==> config.mk <==
export PLATFORM = sky130hd
export DESIGN_NAME = lwg_div
export DESIGN_NICKNAME = d
export VERILOG_FILES = /design/src/hdl/lwg_div.sv
export SDC_FILE = /design/constraint.sdc
export NUM_CORES = 2
export LEC_CHECK = 0
export ABC_CLOCK_PERIOD_IN_PS = 7100
export CAP_MARGIN = 20
export CORE_MARGIN = 5
export CORE_UTILIZATION = 55
export CTS_BUF_LIST = sky130_fd_sc_hd__clkbuf_8
export CTS_CLUSTER_DIAMETER = 120
export CTS_CLUSTER_SIZE = 28
export DETAILED_ROUTE_END_ITERATION = 8
export DONT_BUFFER_PORTS = 1
export PLACE_DENSITY = 0.73
export SETUP_SLACK_MARGIN = 0.02
export SYNTH_ARGS = -nofsm -noshare
export SYNTH_HDL_FRONTEND = slang
export SYNTH_SLANG_ARGS = --single-unit
export TNS_END_PERCENT = 20
==> constraint.sdc <==
create_clock -name clk -period 7.1 [get_ports clk]
set_input_delay 1.42 -clock clk [delete_from_list [all_inputs] [get_ports clk]]
set_output_delay 1.42 -clock clk [all_outputs]
set_load 0.1 [all_outputs]
==> src/hdl/lwg_div.sv <==
module lwg_div #(
  parameter int REM_BITS = 25,
  parameter int Q_BITS   = 24,
  parameter int TAG_BITS = 1
) (
  input  logic                clk,
  input  logic                rst,
  input  logic                en,
  input  logic                in_valid,
  input  logic [REM_BITS-1:0] rem_init,
  input  logic [Q_BITS-1:0]   num,
  input  logic [REM_BITS-1:0] den,
  input  logic [TAG_BITS-1:0] tag_in,
  output logic                out_valid,
  output logic [Q_BITS-1:0]   quot,
  output logic [REM_BITS-1:0] rem,
  output logic [TAG_BITS-1:0] tag_out
);

  logic                vld [Q_BITS];
  logic [REM_BITS-1:0] rr  [Q_BITS];
  logic [Q_BITS-1:0]   ww  [Q_BITS];
  logic [TAG_BITS-1:0] tg  [Q_BITS];

  for (genvar s = 0; s < Q_BITS; s++) begin : g_stage
    logic                v_src;
    logic [REM_BITS-1:0] r_src;
    logic [Q_BITS-1:0]   w_src;
    logic [TAG_BITS-1:0] t_src;
    logic [REM_BITS:0]   trial;
    logic [REM_BITS:0]   diff;
    logic                ge;

    if (s == 0) begin : g_first
      assign v_src = in_valid;
      assign r_src = rem_init;
      assign w_src = num;
      assign t_src = tag_in;
    end else begin : g_next
      assign v_src = vld[s-1];
      assign r_src = rr[s-1];
      assign w_src = ww[s-1];
      assign t_src = tg[s-1];
    end

    assign trial = {r_src, w_src[Q_BITS-1]};
    assign diff  = trial - {1'b0, den};
    assign ge    = trial >= {1'b0, den};

    always_ff @(posedge clk) begin
      if (rst) begin
        vld[s] <= 1'b0;
      end else if (en) begin
        vld[s] <= v_src;
      end
    end

    always_ff @(posedge clk) begin
      if (en) begin
        rr[s] <= ge ? diff[REM_BITS-1:0] : trial[REM_BITS-1:0];
        ww[s] <= {w_src[Q_BITS-2:0], ge};
        tg[s] <= t_src;
      end
    end
  end

  assign out_valid = vld[Q_BITS-1];
  assign quot      = ww[Q_BITS-1];
  assign rem       = rr[Q_BITS-1];
  assign tag_out   = tg[Q_BITS-1];

endmodule

==> impl_metrics.tcl <==
set metrics [dict create \
    yosys_warnings 0 \
    synth_top_area_share_pct 50.2 \
    r2r_setup_slack_ps 2800 \
    hold_buffers 0 \
    grt.total_usage_pct 24.4 \
    maxCapViolCount 0 \
    slew_viol_final 0 \
    grt_overflow_total 0 \
    min_from "ww[1][169]" \
    max_slew_margin_pct 5.38 \
    start_kind "input pin" \
    setup_viol_count_final 0 \
    fmax_ghz 0.199 \
    power_density_mw_per_mm2 459 \
    cts_tree "done" \
    synthToLayoutAreaGrowth_pct 4.38 \
    first_iter_violations 4231 \
    rsz0062_at_grt "no" \
    netlist_area_mm2 0.0731 \
    yosysSeqAreaShare_pct 50.2 \
    yosysTopAreaCell "edfxtp_1" \
    ys_ff_latch 1224 \
    final_hold_viol_count 0 \
    drt_wl_total_um 178000 \
    post_route_cells_drive_above_1_share_pct 7.50 \
    nets 7101 \
    clock_path_buffers 3 \
    drt_pass1_iterations 6 \
    worstMarginPinSlew_ps 1420 \
    cp-end-kind "flip-flop" \
    n_fill_cell 10942 \
    die_h_um 375 \
    hold_path.class "reg2reg" \
    num_vias 50354 \
    rows 133 \
    syn_inst 6408 \
    antenna_left 0 \
    synth_flop_cell "edfxtp_1" \
    crit_fanout 28 \
    hpwl_um 127000 \
    ir_drop_mv 0.207 \
    syn-num-nets 7111 \
    insertion_delay_ps 830 \
    cts_max_level 2 \
    final_area_mm2 0.0764 \
    outcome "finished clean" \
    numCtsBuffers 52 \
    cts_resized 0 \
    crit_chain "clkinv_1 -> buf_4 -> buf_4 -> ha_1 -> a21o_1 -> a221oi_1 -> o2111ai_1 -> nand3b_1 -> a31oi_2 -> o21ai_1 -> o311a_1 -> mux2_2" \
    clock-sinks 1224 \
    worstPathArrival_ps 5600 \
    ys_types 108 \
    synth_edf_count 1224 \
    clkTransAtPathRegs_ps 160 \
    grt_pass1_wl_um 272000 \
    synth_area_leaders "edfxtp_1 50%, ha_1 10%, a21oi_1 3.9%, mux2_2 3.6%, xnor2_1 3.4%" \
    p_leak_uw 0.0295 \
    wl_per_cell_um 21.8 \
    viasPerCell 6.16 \
    post_cts_buffers 0 \
    port_buffers 0 \
    cp.required_ps 7670 \
    placed_cell_area_mm2 0.0753 \
    finalSetupTns_ps 0 \
    async_reset_ff_share_pct 0 \
    antenna_found_initial 5 \
    worstSetupPathType "in2reg" \
    r2r_cells 12 \
    avgSynthCellArea_um2 11.4 \
    r2r-end "rr[22][1]" \
    drc 0 \
    r2r_start "ww[2][143]" \
    routabilityCongestion 0.936 \
    die_area_mm2 0.140 \
    crit_path_top_delay_cell "o311a_1" \
    grt_pass1_vias 48160 \
    start_util_pct 55.5 \
    hold_path_end "ww[2][2]" \
    fin_crit_sh_pct 70.7 \
    timing.critical_path.mode_cell "buf_4" \
    clock-root-buffer "clkbuf_8" \
    clock_skew_ps 58.7 \
    core-area_mm2 0.132 \
    grt_start_max_net_pins 1203 \
    final.min_clock_period_ps 5020 \
    hold_path_depth 0 \
    io-pin-count 130 \
    cpPeakStageDelay_ps 760 \
    die_x_um 375 \
]
cells by family (layout without fill, tap and decap cells):
logic type / Yosys count / in the layout / share of synthesized area, %
AND/OR/NAND/NOR: 1584 / 1584 / 10.4
AO/OA/AOI/OAI: 1876 / 1876 / 16.4
adder cells (fa/ha/maj): 624 / 624 / 10.9
buffers and inverters: 360 / 364 / 2.12
other: 0 / 2 / 0
multiplexers: 275 / 275 / 4.30
flip-flops: 1224 / 1224 / 50.2
XOR/XNOR: 465 / 465 / 5.57
metrics by stage:
| step | worst slack [ps] | utilization [%] | hold WS (ps) | power (uW) | std cells |
|---|---|---|---|---|---|
| finish | 2080 | 57.9 | 420 | 35000 | 8169 |
| global route | 1940 | 57.9 | 430 | 37500 | 8169 |
| floorplan | 1570 | - | 400 | 27500 | 6408 |
| detailed placement | 1340 | 57.2 | 405 | 31900 | 8092 |
| global placement | 1480 | 57.2 | 400 | 31600 | 8092 |
| CTS | 2240 | 57.8 | 424 | 34800 | 8160 |
cells in the final DEF (no fill, tap or decap), drive strengths merged, types with 20 or more instances in the layout:
master   Yosys  final
nor3        96     96
o31ai       58     58
o2111ai     20     20
nor4        29     29
nand2      467    467
nor2b       62     62
buf         72     83
a21o       284    284
or2         20     20
a31oi       64     64
o211ai      33     33
a211oi      56     56
o31a        20     20
clkbuf      74     53
xnor2      284    284
fa          24     24
o21ai      423    423
nand3      100    100
a21oi      579    579
o21bai      67     67
and2        47     47
nand4       88     88
xor2       181    181
o21a        85     85
nor2       423    423
nand2b      79     79
nand3b      20     20
mux2       259    259
and3        59     59
inv        213    208
edfxtp    1224   1224
or3         29     29
ha         600    600
state kept, by name, summed over array words and instances, names as in the netlist:
name,flops
rr,600
ww,576
tg,24
vld,24
power breakdown:
part	switching, uW	internal, uW
Clock	2120	716
Combinational	10500	8310
Sequential	2140	11300
Total	14700	20300
worst max-delay path: cells and delay by family:
family / cells / cell delay [ps]
adders and majority gates: 1 / 320
buffers and inverters: 3 / 840
muxes: 1 / 410
and+or+nand+nor: 1 / 210
AOI/OAI and AO/OA: 6 / 2340
metal layers:
layer  GRT usage (%)  routed length (um)
met2            41.4               84700
met1            32.4               75800
met4            9.32                7830
met3            2.87                9750
met5               0                  13
Yosys cell counts, drive strengths merged (16+ instances only):
| master | number |
|---|---|
| edfxtp | 1224 |
| ha | 600 |
| a21oi | 579 |
| nand2 | 467 |
| nor2 | 423 |
| o21ai | 423 |
| a21o | 284 |
| xnor2 | 284 |
| mux2 | 259 |
| inv | 213 |
| xor2 | 181 |
| nand3 | 100 |
| nor3 | 96 |
| nand4 | 88 |
| o21a | 85 |
| nand2b | 79 |
| clkbuf | 74 |
| buf | 72 |
| o21bai | 67 |
| a31oi | 64 |
| nor2b | 62 |
| and3 | 59 |
| o31ai | 58 |
| a211oi | 56 |
| and2 | 47 |
| o211ai | 33 |
| nor4 | 29 |
| or3 | 29 |
| fa | 24 |
| nand3b | 20 |
| o2111ai | 20 |
| o31a | 20 |
| or2 | 20 |
| a21boi | 19 |
| a221oi | 19 |
| a211o | 18 |
| a2111oi | 16 |
| mux2i | 16 |
worst max path at each step:
stage | cells past startpoint | startpoint | to | slack [ps]
4_1_cts | 11 | den[17] | rr[17][21] | 2240
3_5_place_dp | 11 | den[17] | rr[17][9] | 1340
3_3_place_gp | 11 | den[1] | rr[8][1] | 1480
6_report | 12 | den[4] | rr[22][1] | 2080
5_1_grt | 11 | den[17] | rr[17][21] | 1940
2_1_floorplan | 12 | den[1] | rr[5][10] | 1570
final cells by class:
cell class	count	area, um2	area share (%)
Tap cell	1755	2200	2.88
Sequential cell	1224	36800	48.1
Multi-Input combinational cell	4824	34900	45.7
Inverter	213	801	1.05
Antenna cell	2	5.00	0.00655
Clock inverter	15	130	0.170
Timing Repair Buffer	83	843	1.10
Clock buffer	53	729	0.955
Power figures use the tool's default switching activity.
